## config.mk

```make
export PLATFORM = sky130hd
export DESIGN_NAME = integer_radical
export DESIGN_NICKNAME = d
export VERILOG_FILES = /design/src/rtl/irad_pkg.sv /design/src/rtl/irad_divider.sv /design/src/rtl/irad_multiplier.sv /design/src/rtl/integer_radical.sv
export SDC_FILE = /design/constraint.sdc
export NUM_CORES = 1
export LEC_CHECK = 0
export BUFFER_PORTS_ARGS = -buffer_cell sky130_fd_sc_hd__buf_2
export CAP_MARGIN = 30
export CORE_ASPECT_RATIO = 1.4
export CORE_MARGIN = 2
export CORE_UTILIZATION = 32
export CTS_CLUSTER_DIAMETER = 120
export CTS_CLUSTER_SIZE = 40
export DETAILED_ROUTE_END_ITERATION = 10
export PLACE_DENSITY_LB_ADDON = 0.08
export SLEW_MARGIN = 20
export SYNTH_ARGS = -nofsm -noshare
export SYNTH_HDL_FRONTEND = slang
export SYNTH_SLANG_ARGS = --single-unit
```

## constraint.sdc

```tcl
create_clock -name clock -period 7.1 [get_ports clock]
set_input_delay 0 -clock clock [delete_from_list [all_inputs] [get_ports clock]]
set_output_delay 0 -clock clock [all_outputs]
set_load 0.05 [all_outputs]
```

## src/rtl/irad_pkg.sv

```systemverilog
package irad_pkg;

   // default operand width of the radical engine
   localparam int VALUE_BITS_DEFAULT = 31;

endpackage

```

## src/rtl/irad_divider.sv

```systemverilog
// restoring divider, one quotient bit per cycle
module irad_divider
   import irad_pkg::*;
#(
   parameter int NUM_BITS = VALUE_BITS_DEFAULT,
   parameter int DEN_BITS = (VALUE_BITS_DEFAULT + 1) / 2 + 1
) (
   input  logic                clock,
   input  logic                reset,
   input  logic                start,
   input  logic [NUM_BITS-1:0] dividend,
   input  logic [DEN_BITS-1:0] divisor,
   output logic                done,
   output logic [NUM_BITS-1:0] quotient,
   output logic [DEN_BITS-1:0] remainder
);

   localparam int CNT_BITS = (NUM_BITS > 1) ? $clog2(NUM_BITS) : 1;

   logic                busy_ff;
   logic                busy_in;
   logic                done_ff;
   logic                done_in;
   logic [CNT_BITS-1:0] count_ff;
   logic [CNT_BITS-1:0] count_in;
   logic [NUM_BITS-1:0] quo_ff;
   logic [NUM_BITS-1:0] quo_in;
   logic [DEN_BITS-1:0] rem_ff;
   logic [DEN_BITS-1:0] rem_in;
   logic [DEN_BITS-1:0] den_ff;
   logic [DEN_BITS-1:0] den_in;

   logic [DEN_BITS:0]   shifted;
   logic [DEN_BITS:0]   diff;

   // trial subtract of the divisor from the partial remainder
   assign shifted = {rem_ff, quo_ff[NUM_BITS-1]};
   assign diff    = shifted - {1'b0, den_ff};

   always_comb begin
      busy_in  = busy_ff;
      done_in  = 1'b0;
      count_in = count_ff;
      quo_in   = quo_ff;
      rem_in   = rem_ff;
      den_in   = den_ff;
      if (start) begin
         busy_in  = 1'b1;
         count_in = CNT_BITS'(NUM_BITS - 1);
         quo_in   = dividend;
         rem_in   = '0;
         den_in   = divisor;
      end else if (busy_ff) begin
         if (!diff[DEN_BITS]) begin
            rem_in = diff[DEN_BITS-1:0];
            quo_in = {quo_ff[NUM_BITS-2:0], 1'b1};
         end else begin
            rem_in = shifted[DEN_BITS-1:0];
            quo_in = {quo_ff[NUM_BITS-2:0], 1'b0};
         end
         if (count_ff == '0) begin
            busy_in = 1'b0;
            done_in = 1'b1;
         end else begin
            count_in = count_ff - 1'b1;
         end
      end
   end

   always_ff @(posedge clock) begin
      if (reset) begin
         busy_ff <= 1'b0;
         done_ff <= 1'b0;
      end else begin
         busy_ff <= busy_in;
         done_ff <= done_in;
      end
      count_ff <= count_in;
      quo_ff   <= quo_in;
      rem_ff   <= rem_in;
      den_ff   <= den_in;
   end

   assign done      = done_ff;
   assign quotient  = quo_ff;
   assign remainder = rem_ff;

endmodule

```

## src/rtl/irad_multiplier.sv

```systemverilog
// shift-add multiplier, one multiplier bit per cycle, stops when no bits remain
module irad_multiplier
   import irad_pkg::*;
#(
   parameter int NUM_BITS = VALUE_BITS_DEFAULT
) (
   input  logic                clock,
   input  logic                reset,
   input  logic                start,
   input  logic [NUM_BITS-1:0] multiplicand,
   input  logic [NUM_BITS-1:0] multiplier,
   output logic                done,
   output logic [NUM_BITS-1:0] product
);

   logic                busy_ff;
   logic                busy_in;
   logic                done_ff;
   logic                done_in;
   logic [NUM_BITS-1:0] acc_ff;
   logic [NUM_BITS-1:0] acc_in;
   logic [NUM_BITS-1:0] mcand_ff;
   logic [NUM_BITS-1:0] mcand_in;
   logic [NUM_BITS-1:0] mplier_ff;
   logic [NUM_BITS-1:0] mplier_in;

   always_comb begin
      busy_in   = busy_ff;
      done_in   = 1'b0;
      acc_in    = acc_ff;
      mcand_in  = mcand_ff;
      mplier_in = mplier_ff;
      if (start) begin
         busy_in   = 1'b1;
         acc_in    = '0;
         mcand_in  = multiplicand;
         mplier_in = multiplier;
      end else if (busy_ff) begin
         if (mplier_ff == '0) begin
            busy_in = 1'b0;
            done_in = 1'b1;
         end else begin
            // product never exceeds the field, so truncation is safe
            if (mplier_ff[0]) begin
               acc_in = acc_ff + mcand_ff;
            end
            mcand_in  = {mcand_ff[NUM_BITS-2:0], 1'b0};
            mplier_in = {1'b0, mplier_ff[NUM_BITS-1:1]};
         end
      end
   end

   always_ff @(posedge clock) begin
      if (reset) begin
         busy_ff <= 1'b0;
         done_ff <= 1'b0;
      end else begin
         busy_ff <= busy_in;
         done_ff <= done_in;
      end
      acc_ff    <= acc_in;
      mcand_ff  <= mcand_in;
      mplier_ff <= mplier_in;
   end

   assign done    = done_ff;
   assign product = acc_ff;

endmodule

```

## src/rtl/integer_radical.sv

```systemverilog
// integer_radical: radical (product of distinct prime factors) by trial division
//
// request channel: req_tvalid/req_tready/req_tdata carries one value;
// a request is taken when tvalid and tready are both high. req_tready is high
// only while the engine is idle, so one request is worked on at a time.
// response channel: rsp_tvalid/rsp_tready/rsp_tdata carries the radical from an
// output register; the next request may be taken while a response still waits.
// cost: each trial divisor costs one division by the one-bit-per-cycle divider;
// a divisor that divides the remainder adds a shift-add multiply and one
// division per factor removed. divisors run from 2 up to sqrt of the remaining
// value, so the worst case is a prime near 2^31, which tries every divisor up
// to its square root. a value of zero answers zero without any division.
// reset clears the sequencer and drops rsp_tvalid; no table needs clearing.
// when the receiver stalls, the result holds in the output register and a
// finished computation waits until that register is free.
module integer_radical
   import irad_pkg::*;
#(
   parameter int VALUE_BITS = VALUE_BITS_DEFAULT
) (
   input  logic                                 clock,
   input  logic                                 reset,
   input  logic                                 req_tvalid,
   output logic                                 req_tready,
   // [VALUE_BITS-1:0] value, upper bits zero padding
   input  logic [((VALUE_BITS + 7) / 8) * 8 - 1:0] req_tdata,
   output logic                                 rsp_tvalid,
   input  logic                                 rsp_tready,
   // [VALUE_BITS-1:0] radical, upper bits zero padding
   output logic [((VALUE_BITS + 7) / 8) * 8 - 1:0] rsp_tdata
);

   localparam int DATA_BITS = ((VALUE_BITS + 7) / 8) * 8;
   // trial divisor never exceeds sqrt(2^VALUE_BITS) + 1
   localparam int DIV_BITS  = (VALUE_BITS + 1) / 2 + 1;

   typedef enum logic [2:0] {
      S_IDLE,
      S_TEST,
      S_MUL,
      S_STRIP,
      S_LAST,
      S_DONE
   } state_type;

   state_type             state_ff;
   state_type             state_in;
   logic [VALUE_BITS-1:0] n_ff;        // remainder still to factor
   logic [VALUE_BITS-1:0] n_in;
   logic [DIV_BITS-1:0]   d_ff;        // current trial divisor
   logic [DIV_BITS-1:0]   d_in;
   logic [VALUE_BITS-1:0] prod_ff;     // radical so far
   logic [VALUE_BITS-1:0] prod_in;
   logic                  div_start_ff;
   logic                  div_start_in;
   logic                  mul_start_ff;
   logic                  mul_start_in;
   logic                  rsp_valid_ff;
   logic                  rsp_valid_in;
   logic [VALUE_BITS-1:0] rsp_data_ff;
   logic [VALUE_BITS-1:0] rsp_data_in;

   logic                  div_done;
   logic [VALUE_BITS-1:0] div_quo;
   logic [DIV_BITS-1:0]   div_rem;
   logic                  mul_done;
   logic [VALUE_BITS-1:0] mul_prod;
   logic [VALUE_BITS-1:0] mul_operand;
   logic [VALUE_BITS-1:0] req_value;

   assign req_value = req_tdata[VALUE_BITS-1:0];

   // last-prime multiply uses the leftover remainder, otherwise the divisor
   assign mul_operand = (state_ff == S_LAST) ? n_ff : VALUE_BITS'(d_ff);

   irad_divider #(
      .NUM_BITS (VALUE_BITS),
      .DEN_BITS (DIV_BITS)
   ) u_divider (
      .clock     (clock),
      .reset     (reset),
      .start     (div_start_ff),
      .dividend  (n_ff),
      .divisor   (d_ff),
      .done      (div_done),
      .quotient  (div_quo),
      .remainder (div_rem)
   );

   irad_multiplier #(
      .NUM_BITS (VALUE_BITS)
   ) u_multiplier (
      .clock        (clock),
      .reset        (reset),
      .start        (mul_start_ff),
      .multiplicand (prod_ff),
      .multiplier   (mul_operand),
      .done         (mul_done),
      .product      (mul_prod)
   );

   always_comb begin
      state_in     = state_ff;
      n_in         = n_ff;
      d_in         = d_ff;
      prod_in      = prod_ff;
      div_start_in = 1'b0;
      mul_start_in = 1'b0;
      rsp_valid_in = rsp_valid_ff;
      rsp_data_in  = rsp_data_ff;

      // response taken by the receiver
      if (rsp_valid_ff && rsp_tready) begin
         rsp_valid_in = 1'b0;
      end

      unique case (state_ff)
         S_IDLE: begin
            if (req_tvalid) begin
               n_in    = req_value;
               d_in    = DIV_BITS'(2);
               prod_in = VALUE_BITS'(1);
               if (req_value == '0) begin
                  // zero has no radical, answer zero
                  prod_in  = '0;
                  state_in = S_DONE;
               end else begin
                  div_start_in = 1'b1;
                  state_in     = S_TEST;
               end
            end
         end
         S_TEST: begin
            if (div_done) begin
               if (VALUE_BITS'(d_ff) > div_quo) begin
                  // divisor past sqrt of remainder: search over
                  if (n_ff > VALUE_BITS'(1)) begin
                     mul_start_in = 1'b1;
                     state_in     = S_LAST;
                  end else begin
                     state_in = S_DONE;
                  end
               end else if (div_rem == '0) begin
                  // new prime factor: take it once, then strip repeats
                  n_in         = div_quo;
                  mul_start_in = 1'b1;
                  state_in     = S_MUL;
               end else begin
                  d_in         = d_ff + 1'b1;
                  div_start_in = 1'b1;
               end
            end
         end
         S_MUL: begin
            if (mul_done) begin
               prod_in      = mul_prod;
               div_start_in = 1'b1;
               state_in     = S_STRIP;
            end
         end
         S_STRIP: begin
            if (div_done) begin
               if (div_rem == '0) begin
                  n_in         = div_quo;
                  div_start_in = 1'b1;
               end else if (n_ff == VALUE_BITS'(1)) begin
                  // fully factored, stop early
                  state_in = S_DONE;
               end else begin
                  d_in         = d_ff + 1'b1;
                  div_start_in = 1'b1;
                  state_in     = S_TEST;
               end
            end
         end
         S_LAST: begin
            if (mul_done) begin
               prod_in  = mul_prod;
               state_in = S_DONE;
            end
         end
         S_DONE: begin
            // wait for a free output register
            if (!rsp_valid_ff || rsp_tready) begin
               rsp_valid_in = 1'b1;
               rsp_data_in  = prod_ff;
               state_in     = S_IDLE;
            end
         end
         default: begin
            state_in = S_IDLE;
         end
      endcase
   end

   always_ff @(posedge clock) begin
      if (reset) begin
         state_ff     <= S_IDLE;
         div_start_ff <= 1'b0;
         mul_start_ff <= 1'b0;
         rsp_valid_ff <= 1'b0;
      end else begin
         state_ff     <= state_in;
         div_start_ff <= div_start_in;
         mul_start_ff <= mul_start_in;
         rsp_valid_ff <= rsp_valid_in;
      end
      n_ff        <= n_in;
      d_ff        <= d_in;
      prod_ff     <= prod_in;
      rsp_data_ff <= rsp_data_in;
   end

   assign req_tready = (state_ff == S_IDLE);
   assign rsp_tvalid = rsp_valid_ff;
   assign rsp_tdata  = DATA_BITS'(rsp_data_ff);

endmodule
```

After elaboration in Yosys (flattened, before gate mapping)

Index checks and enable logic that the tools add are counted.

Register bits: 283
Logic and storage cells: 140

Add/subtract/negate cells: 4
Order comparisons: 2
Eq/ne operators: 19
Multiplexer cells: 66
Bitwise operators: 6
Reductions and logical operators: 24

Operator list:

| kind                                                                    | number |
|---|---|
| 31-bit 2-to-1 mux                                                       | 16 |
| 17-bit 2-to-1 mux                                                       | 8 |
| 31-bit case mux with 3 select lines                                     | 1 |
| 31-bit logical NOT                                                      | 2 |
| 31-bit case mux with 2 select lines                                     | 1 |
| 17-bit case mux with 3 select lines                                     | 1 |
| 3-bit 2-to-1 mux                                                        | 11 |
| 31-bit adder                                                            | 1 |
| 31-bit by 1-bit equality test with 1-bit output (second input constant) | 1 |
| 17-bit by 31-bit > comparator with 1-bit output                         | 1 |
| 31-bit by 1-bit > comparator with 1-bit output (second input constant)  | 1 |
| 1-bit 2-to-1 mux                                                        | 26 |
| 3-bit case mux with 6 select lines                                      | 1 |
| 18-bit by 17-bit subtractor with 18-bit output                          | 1 |
| 17-bit by 1-bit adder with 17-bit output (second input constant)        | 1 |
| 17-bit logical NOT                                                      | 1 |
| 8-bit AND reduction                                                     | 2 |
| 2-bit != test (second input constant)                                   | 7 |
| 2-bit by 1-bit != test with 1-bit output (second input constant)        | 5 |
| 3-bit OR reduction                                                      | 3 |
| 3-bit by 2-bit equality test with 1-bit output (second input constant)  | 2 |
| 3-bit equality test (second input constant)                             | 2 |
| 1-bit inverter                                                          | 6 |
| 2-bit AND reduction                                                     | 3 |
| other kinds (14)                                                        | 17 |

Depth between registers and ports, before layout

Gate-level depths: netlist (run 1).

Depth in word-level cells: 5
Mapped depth: 12
Gate-level depth less buffers: 12

Hierarchy

From an unflattened synthesis (run 1), not the netlist that was laid out.

Cell total of the unflattened synthesis: 1347
Area, all modules: 15044.4 sq um

By module, submodules not included:

| module          | instances | cells an instance | area an instance (sq um) | seq. area each (sq um) |
|---|---|---|---|---|
| integer_radical | 1         | 495               | 5703.0                   | 3423.3 |
| irad_multiplier | 1         | 534               | 5564.1                   | 2522.4 |
| irad_divider    | 1         | 318               | 3777.4                   | 1921.8 |

Worst setup path after synthesis (run 1)

No wires, ideal clock.

Path type: reg2reg
Start point: register d_ff[12]
End point: register n_ff[0] (enable)
Setup time: 0.419 ns
Arrival: 3.159 ns
Required time: 6.681 ns
Setup slack: 3.522 ns
Cell stages (with the launch flop): 10
Path through: edfxtp_1 > ha_1 > a21o_1 > a21o_1 > a211oi_1 > a211o_1 > a31oi_1 > a21oi_1 > o21bai_1 > nor2_1

Longest elaborated chain between the ends: 3

Ends and longest elaborated chain:

| element                                         | RTL line               | text |
|---|---|---|
| from (decl)                                     | integer_radical.sv:50  | `logic [DIV_BITS-1:0] d_ff;` |
| from (signal assigned)                          | integer_radical.sv:209 | `d_ff <= d_in;` |
| 17-bit by 31-bit > comparator with 1-bit output | integer_radical.sv:135 | `if (VALUE_BITS'(d_ff) > div_quo) begin` |
| 2-bit != test (no line)                         | n/a                    |  |
| 5-bit AND reduction (no line)                   | n/a                    |  |
| to (signal assigned)                            | integer_radical.sv:208 | `n_ff <= n_in;` |
| to (decl)                                       | integer_radical.sv:48  | `logic [VALUE_BITS-1:0] n_ff;` |

Every way passes these cells.
A chain may end at the register's enable or synchronous reset.

Worst setup path in the final report (run 1)

Start point: register u_multiplier.mcand_ff[0]
End point: register u_multiplier.acc_ff[30] (netlist: u_multiplier.product[30])

Longest elaborated chain between the ends: 1

Ends and longest elaborated chain:

| element                | RTL line              | text |
|---|---|---|
| from (decl)            | irad_multiplier.sv:22 | `logic [NUM_BITS-1:0] mcand_ff;` |
| from (signal assigned) | irad_multiplier.sv:62 | `mcand_ff <= mcand_in;` |
| 31-bit adder           | irad_multiplier.sv:45 | `acc_in = acc_ff + mcand_ff;` |
| to (signal assigned)   | irad_multiplier.sv:61 | `acc_ff <= acc_in;` |
| to (decl)              | irad_multiplier.sv:20 | `logic [NUM_BITS-1:0] acc_ff;` |

Every way passes these cells.

==> impl_metrics.ini, run 1 <==
[floorplan]
dieArea_mm2 = 0.0466
die_x_um = 183
die_y_um = 255
core_mm2 = 0.0442
io_pins = 70
start_util_pct = 32.5
row_count = 91

[grt]
grt_usage_pct = 15.6
grt_pass1_vias = 10200
grt_pass1_wl_um = 57200
grt_max_degree = 84
gr-total-overflow = 0
antenna_found_initial = 1

[power_and_ir_drop]
power_density_mw_per_mm2 = 271
power.total_mw = 4.36
power.share.clock_pct = 19.2
leakagePower_nw = 5.98
max-vdd-ir-drop_uv = 157
switching_share_pct = 34.0
power.switching_mw = 1.48
comb_power_share_pct = 28.6
seq_power_share_pct = 52.3
internal_power_mw = 2.88

[place]
dp.cells = 1919
hpwl_um = 24700
routabilityCongestion = 0.804
dpl_worst_slack_ns = 3.55
io_buffers = 67

[timing]
setup-tns-final_ns = 0
fmax_ghz = 0.288
timing.final.crit_period_ns = 3.47
rsz0062_at_grt = no
finalSetupViolCount = 0
slew_headroom_pct = 44.4
drv_slew = 0
skew_ns = 0.0370
final.period_utilization_pct = 48.9
tightestPinTransition_ns = 0.833
finalHoldViolations = 0
fin_ws_ns = 3.63

[yosys]
synth_cell_type_count = 69
yosysSeqAreaShare_pct = 54.8
synth_flop_cell = edfxtp_1
ys_warn_count = 0
yosysTopAreaCell = edfxtp_1
avgSynthCellArea_um2 = 10.8
netlist.area_leader.share_pct = 46.0
synthArstFlopShare_pct = 0
synth_cells = 1333
synth.area.top_cells = edfxtp_1, dfxtp_1, ha_1
syn-num-nets = 1437
synth_edf_count = 220
synth-seq-cells = 283
synth.cell_area_mm2 = 0.0144

[clock_tree]
cts_buffer_depth = 3
cts-resized-gates = 0
cts.sink_count = 283
cts_root_buf = clkbuf_16
cts_tree = done
clk_latency_ns = 0.52
cts_buffers = 11
cts_hold_buf = 34
htree_num_levels = 1
cts_setup_buffers = 0
clk_pin_slew_worst_paths_ns = 0.15

[critical_path]
path_common_cell = o211ai_1
r2r_start = u_multiplier.mcand_ff[0]$_SDFFCE_PN0P_
path_class = reg2reg
cp.arrival_ns = 3.89
cp-start-kind = flip-flop
crit_start = u_multiplier.mcand_ff[0]$_SDFFCE_PN0P_
slowest_delay_ns = 0.43
crit_slowest_cell = a211oi_1
reg2reg_slack_ns = 3.63
critPathMaxFanout = 5
endpoint_kind = flip-flop
cp.required_ns = 7.52
crit_chain = ha_1 -> inv_1 -> fa_1 -> nand2b_1 -> a21oi_1 -> o211a_1 -> o211ai_1 -> a211oi_1 -> nor2_1 -> o21a_1 -> o211ai_1 -> mux2_2

[cells_and_area]
final_cells = 1972
syn_to_final_growth_pct = 11.9
final_nets = 1514
fin_util_pct = 36.4
layout-drive-gt1-share_pct = 12.3
diodes = 0

[flow_run]
max_cap_viol_count = 0

[route]
via_per_inst = 5.10
firstDrtPassIters = 5
vias = 10100
antenna_left = 0
routedWlPerCell_um = 18.3
route.detailed.drc = 0
routed_wl_um = 36100
drt-initial-drc-count = 543

[outcome]
status = completed

[worst_hold_path]
min_from = req_tdata[3]
hold_class = in2reg
[cells in the final DEF (no fill, tap or decap), types with 8 or more instances in the layout]
cell type | synthesis | layout
a211oi_1 | 11 | 10
a21o_1 | 22 | 22
a21oi_1 | 88 | 87
a311oi_1 | 16 | 16
a31oi_1 | 9 | 9
and2_1 | 35 | 35
and3_1 | 14 | 14
buf_2 | 2 | 67
buf_4 | 1 | 16
clkbuf_16 | 0 | 11
dfxtp_1 | 63 | 61
dlygate4sd3_1 | 0 | 34
edfxtp_1 | 220 | 220
ha_1 | 66 | 66
inv_1 | 68 | 68
mux2_2 | 45 | 45
mux2i_1 | 18 | 18
nand2_1 | 153 | 152
nand2b_1 | 13 | 12
nand3_1 | 45 | 45
nand4_1 | 16 | 16
nor2_1 | 82 | 79
nor3_1 | 16 | 16
nor4_1 | 31 | 31
o211ai_1 | 8 | 8
o21a_1 | 18 | 18
o21ai_0 | 84 | 84
or3_1 | 9 | 9
xnor2_1 | 22 | 22
xor2_1 | 22 | 22
[through the flow]
stage / area [um^2] / hold slack [ns]
after floorplan: 14400 / 0.182
after global placement: 15300 / 0.294
after detailed placement: 15400 / 0.299
after CTS: 16000 / 0.285
after global routing: 16100 / 0.312
final: 16100 / 0.308
[sequential cells by signal, indices dropped and copies added (netlist names), 3 cells and up]
name and count:
u_divider.den_ff 17, u_multiplier.product 31, d_ff 17, prod_ff 31
n_ff 31, u_multiplier.mplier_ff 31, u_divider.remainder 17, rsp_data_ff 31
u_divider.quotient 31, u_multiplier.mcand_ff 31, state_ff 3, u_divider.count_ff 5
[Yosys cell counts, types with 9 or more instances]
library cell	number
a21o_1	22
nor3_1	16
nor2_1	82
xnor2_1	22
nor4_1	31
xor2_1	22
a211oi_1	11
nand3_1	45
buf_1	9
a21oi_1	88
a311oi_1	16
o21ai_0	84
nand2_1	153
nand4_1	16
o21a_1	18
ha_1	66
nand2b_1	13
a31oi_1	9
and2_1	35
edfxtp_1	220
and3_1	14
dfxtp_1	63
mux2_2	45
mux2i_1	18
or3_1	9
clkbuf_1	43
inv_1	68
[power by group through the flow]
stage                     logic, mW  clock network [mW]  registers (mW)
after floorplan               0.941                   0            2.23
after global routing           1.43               0.929            2.31
final                          1.24               0.836            2.28
after CTS                      1.26               0.890            2.29
after detailed placement       1.23                   0            2.33
after global placement         1.22                   0            2.32
[cell families after synthesis]
group	share of synthesized area, %
compound gates	13.2
xor+xnor	2.68
fa+ha+maj	6.03
buf+inv	3.32
flops	54.8
mux	4.78
other cells	0.0261
simple gates	15.2
[layer usage]
metal | vias to the layer above | wire (um) | global-route usage [%]
li1 | 5027 | - | -
met1 | 4882 | 15200 | 18.5
met2 | 114 | 19300 | 30.1
met3 | 29 | 818 | 1.41
met4 | 2 | 740 | 3.61
met5 | - | 15 | 0
[critical path: cells and delay by family (launching register included)]
kind,cells,cell delay (ns)
adder cells (fa/ha/maj),2,0.61
AO/OA/AOI/OAI,6,1.60
flip-flops,1,0.39
buffers and inverters,1,0.07
multiplexers,1,0.35
AND/OR/NAND/NOR,2,0.33
[worst paths after layout]
check / cells past startpoint / to
hold / removal: 4 / n_ff[3]$_DFFE_PP_
hold reg to reg: 0 / rsp_data_ff[15]$_DFFE_PP_
setup / recovery: 12 / u_multiplier.product[30]$_SDFFE_PP0P_
setup reg to reg: 12 / u_multiplier.product[30]$_SDFFE_PP0P_
[final cells by class]
class / count / area (um^2)
flip-flops and latches: 283 / 7870
inverters: 69 / 259
clock inverters: 3 / 40.0
clock buffers: 14 / 287
repair buffers: 120 / 863
well taps: 558 / 698
multi-input cells: 925 / 6050
fillers: 4472 / 28100
No activity file was read; power rests on OpenSTA's default activity.
==> run 2, diff against run 1 <==
==> constraint.sdc (replaced) <==
create_clock -name clock -period 2.9 [get_ports clock]
set_input_delay 0 -clock clock [delete_from_list [all_inputs] [get_ports clock]]
set_output_delay 0 -clock clock [all_outputs]
set_load 0.05 [all_outputs]
==> run 2 against run 1 <==
Against the previous run:
- the flow now finishes with violations (negative setup slack)
- combinational power rose to 3.2 times the previous value
- final area rose by 7.4%
- sequential cell count did not move
- worst setup slack got worse by 3.6 ns
- clock power rose to 2.7 times the previous value
- routed wire length rose by 6.0%
- sequential power rose by 140%
- fmax rose by 19%
- core utilization rose by 2.7 points
- die area did not move
- critical path type unchanged
==> impl_metrics.ini, run 2 (synthesized netlist as in run 1, its figures left out) <==
[cells_and_area]
nFillCells = 4332
layout-drive-gt1-share_pct = 21.1
syn_to_final_growth_pct = 20.1
diodes = 0
design_area_mm2 = 0.0173
final_cell_mix = edfxtp_1, nand2_1, buf_4, a21oi_1
fin_util_pct = 39.1
final_common_cell = edfxtp_1
final_nets = 1625

[grt]
grt_usage_pct = 16.3
grt_pass1_vias = 10700
gr-total-overflow = 0
grt_max_degree = 125
antenna_found_initial = 1
grt_pass1_wl_um = 59500

[timing]
drv_slew = 0
fmax_ghz = 0.344
rsz0062_at_grt = yes
tightestPinTransition_ns = 0.622
finalSetupViolCount = 1
slew_headroom_pct = 58.5
fin_ws_ns = -0.00793
timing.final.crit_period_ns = 2.91
setup-tns-final_ns = -0.00793
finalHoldViolations = 0
final.period_utilization_pct = 100
skew_ns = 0.0260

[floorplan]
io_pins = 70
die_x_um = 183
die_y_um = 255
core_mm2 = 0.0442
dieArea_mm2 = 0.0466
start_util_pct = 32.5
row_count = 91

[power_and_ir_drop]
leakagePower_nw = 6.59
power_density_mw_per_mm2 = 674
power.total_mw = 11.6
max-vdd-ir-drop_uv = 398

[route]
firstDrtPassIters = 5
via_per_inst = 5.05
routedWlPerCell_um = 18.4
vias = 10500
route.detailed.drc = 0
drt-initial-drc-count = 548
antenna_left = 0
routed_wl_um = 38300

[clock_tree]
cts_tree = done
cts_buffer_depth = 3
cts_buffers = 11
htree_num_levels = 1
clk_pin_slew_worst_paths_ns = 0.15
clk_latency_ns = 0.52
cts_root_buf = clkbuf_16
cts.sink_count = 283

[critical_path]
endpoint_kind = flip-flop
cp-start-kind = flip-flop
critPathMaxFanout = 3
crit_chain = ha_2 -> buf_4 -> a211oi_2 -> o21bai_1 -> a221o_2 -> o22a_4 -> o211a_1 -> o21a_1 -> o21a_1 -> o31a_1 -> a32o_1
path_class = reg2reg
slowest_delay_ns = 0.42
cp.arrival_ns = 3.33
crit_slowest_cell = edfxtp_1
cp.required_ns = 3.32
path_common_cell = o21a_1

[place]
io_buffers = 67
place_area_mm2 = 0.0162
routabilityCongestion = 0.825
hpwl_um = 27300

[outcome]
violations = negative setup slack
status = complete, but fails checks

[worst_hold_path]
hold_class = in2reg

[flow_run]
max_cap_viol_count = 0
## run 2: layout make-up
type                            count  area, um^2  share of cell area (%)
Tap cell                          558         698                    4.05
Sequential cell                   283        7870                    45.6
Inverter                           69         259                    1.50
Multi-Input combinational cell    925        6270                    36.3
Timing Repair Buffer              231        1780                    10.3
Clock buffer                       12         289                    1.68
Clock inverter                      5        91.3                   0.529
## run 2: critical path: cells and delay by family, from the launching register on
family | cells | cell delay, ns
compound gates | 9 | 2.03
fa+ha+maj | 1 | 0.20
buf+inv | 1 | 0.14
flops | 1 | 0.42
## run 2: metrics by stage
step	cells	setup WS, ns	hold WS (ns)
5_1_grt	2083	-0.0993	0.0752
2_1_floorplan	1333	0.0216	0.182
4_1_cts	2074	-0.0783	0.0190
3_3_place_gp	2021	-0.156	0.290
6_report	2083	-0.00793	0.0588
3_5_place_dp	2021	-0.160	0.292
## run 2: power breakdown
group | total (mW) | switching, mW | internal, mW
Combinational | 3.91 | 2.18 | 1.72
Clock | 2.25 | 1.31 | 0.933
Sequential | 5.47 | 0.413 | 5.05
Total | 11.6 | 3.91 | 7.71
## run 2: final timing paths
kind                                                             start                                     to  slack, ns  depth (start not counted)
worst max-delay path            u_multiplier.mcand_ff[0]$_SDFFCE_PN0P_  u_multiplier.product[23]$_SDFFE_PP0P_     -0.008                         11
worst min-delay path                                        req_tvalid               state_ff[0]$_SDFFE_PP0P_       0.06                          5
worst max register to register  u_multiplier.mcand_ff[0]$_SDFFCE_PN0P_  u_multiplier.product[23]$_SDFFE_PP0P_     -0.008                         11
worst min register to register               prod_ff[12]$_SDFFCE_PN0P_              rsp_data_ff[12]$_DFFE_PP_       0.46                          0
## run 2: timing repair
item | CTS | global route
pin swaps | 16 | 26
gates cloned | 0 | 2
buffers inserted | 3 | 7
resized for setup | 19 | 28
endpoints found under the hold margin | 41 | 0
hold buffers | 33 | 0
setup endpoints to repair | 69 | 74
## run 2: routing by layer
layer,GRT usage (%),share of wire (%),up-vias
li1,-,-,5261
met1,19.2,41,5092
met4,4.62,2.6,2
met5,0,0.031,-
met2,31.3,54,133
met3,1.40,2.3,39
==> run 3, diff against run 2 <==
--- a/config.mk
+++ b/config.mk
@@ -7,7 +7,7 @@
 export LEC_CHECK = 0
 export BUFFER_PORTS_ARGS = -buffer_cell sky130_fd_sc_hd__buf_2
 export CAP_MARGIN = 30
-export CORE_ASPECT_RATIO = 1.4
+export CORE_ASPECT_RATIO = 0.7
 export CORE_MARGIN = 2
 export CORE_UTILIZATION = 32
 export CTS_CLUSTER_DIAMETER = 120
==> run 3 against run 2 <==
Against the previous run:
- the run now ends clean
- clock-buffer cell count grew 2
- sequential share of layout area up 0.12 points
- core utilization rose by 0.080 points
- hold slack got worse by 0.021 ns
- clock power shrank 6%
==> impl_metrics.ini, run 3 (synthesized netlist as in run 1, its figures left out) <==
[outcome]
status = completed

[critical_path]
r2r_start = u_multiplier.mcand_ff[6]$_DFFE_PP_
path_class = reg2reg
critPathMaxFanout = 4
crit_end = u_multiplier.product[29]$_SDFFE_PP0P_
crit_start = u_multiplier.mcand_ff[6]$_DFFE_PP_
endpoint_kind = flip-flop
r2r-end = u_multiplier.product[29]$_SDFFE_PP0P_
reg2reg_slack_ns = 0.04
cp.arrival_ns = 3.29
cp-start-kind = flip-flop
cp.required_ns = 3.32
reg2regPathDepth = 10

[floorplan]
io_pins = 70
die_x_um = 257
row_count = 64
dieArea_mm2 = 0.0466
start_util_pct = 32.7
core_mm2 = 0.0440
die_y_um = 181

[clock_tree]
clk_pin_slew_worst_paths_ns = 0.15
cts_root_buf = clkbuf_16
cts.sink_count = 283
cts_buffers = 11
clk_latency_ns = 0.52
htree_num_levels = 1
cts_tree = done
cts_buffer_depth = 3

[place]
routabilityCongestion = 0.808
io_buffers = 67
dp.cells = 2025
dpl_worst_slack_ns = -0.181
place_area_mm2 = 0.0160
hpwl_um = 26700

[cells_and_area]
final_common_cell = edfxtp_1
design_area_mm2 = 0.0172
layout-drive-gt1-share_pct = 20.4
diodes = 0
final_nets = 1602
syn_to_final_growth_pct = 19.8
final_cells = 2096
final_cell_mix = edfxtp_1, nand2_1, buf_4, a21oi_1, o21ai_0

[timing]
finalSetupViolCount = 0
final.period_utilization_pct = 98.8
finalHoldViolations = 0
rsz0062_at_grt = yes
drv_slew = 0
timing.final.crit_period_ns = 2.86
fmax_ghz = 0.349
tightestPinTransition_ns = 0.687
skew_ns = 0.0262
fin_ws_ns = 0.0350
slew_headroom_pct = 54.2
holdWs_ns = 0.0379

[power_and_ir_drop]
leakagePower_nw = 6.48
max-vdd-ir-drop_uv = 333
power.total_mw = 11.5
power_density_mw_per_mm2 = 667

[route]
firstDrtPassIters = 5
drt-initial-drc-count = 776
route.detailed.drc = 0
antenna_left = 0
vias = 10500
routedWlPerCell_um = 18.6
via_per_inst = 5.02
routed_wl_um = 38900

[worst_hold_path]
hold_class = in2reg

[grt]
grt_usage_pct = 16.4
antenna_found_initial = 0
grt_pass1_vias = 9872
grt_max_degree = 125
gr-total-overflow = 0
grt_pass1_wl_um = 60400

[flow_run]
max_cap_viol_count = 0
[run 3: cell types whose count changed in the layout (fill, tap and decap cells not counted), sizes merged]
cell	previous run	this run
bufinv	2	0
clkdlybuf4s15	0	1
buf	196	172
clkbuf	14	16
[run 3: metrics by stage]
stage	setup TNS [ns]	util, %
floorplan	0	-
global placement	-1.83	36.4
detailed placement	-2.58	36.4
CTS	-0.0561	38.1
global route	-1.66	39.1
finish	0	39.1
[run 3: worst min-delay path by stage]
stage | start | to | cells past startpoint
finish | req_tvalid | state_ff[0]$_SDFFE_PP0P_ | 5
global route | req_tvalid | state_ff[0]$_SDFFE_PP0P_ | 5
CTS | req_tvalid | state_ff[0]$_SDFFE_PP0P_ | 5
detailed placement | req_tdata[19] | n_ff[19]$_DFFE_PP_ | 3
global placement | req_tdata[19] | n_ff[19]$_DFFE_PP_ | 3
floorplan | req_tdata[19] | n_ff[19]$_DFFE_PP_ | 2
[run 3: final cells by class]
cell class              instances  area (um^2)
flip-flops and latches        283         7870
clock inverters                 3         41.3
repair buffers                208         1630
inverters                      69          259
fillers                      4250        26800
well taps                     594          743
clock buffers                  14          308
multi-input cells             925         6350
[run 3: timing repair]
| item | in CTS | in global routing |
|---|---|---|
| buffers inserted | 1 | 16 |
| pin swaps | 5 | 36 |
| hold endpoints to repair | 41 | 0 |
| gates resized for setup | 9 | 48 |
| endpoints found under the setup margin | 55 | 76 |
| gates cloned | 0 | 3 |
| hold buffers | 33 | 0 |
[run 3: where the power goes]
part	internal (mW)	leakage, nW	switching [mW]	total [mW]
registers	5.06	2.58	0.438	5.49
clock network	0.797	0.169	1.32	2.12
logic	1.67	3.74	2.20	3.86
[run 3: metal layers]
metal | wire [um] | GRT usage [%] | vias to the layer above | share of wire (%)
li1 | - | - | 5232 | -
met1 | 22400 | 28.7 | 5087 | 58
met2 | 14700 | 21.1 | 176 | 38
met3 | 1380 | 1.64 | 20 | 3.6
met4 | 442 | 2.16 | 0 | 1.1
met5 | 0 | 0 | - | 0
[run 3: critical path, cell delays in order, from the launching register on]
cell	delay, ns
edfxtp_1	0.43
ha_1	0.32
and3_4	0.17
and3_1	0.18
a221o_2	0.39
o22a_4	0.26
o211ai_1	0.27
a21oi_2	0.10
o211ai_1	0.22
a2111oi_1	0.11
a311o_1	0.34
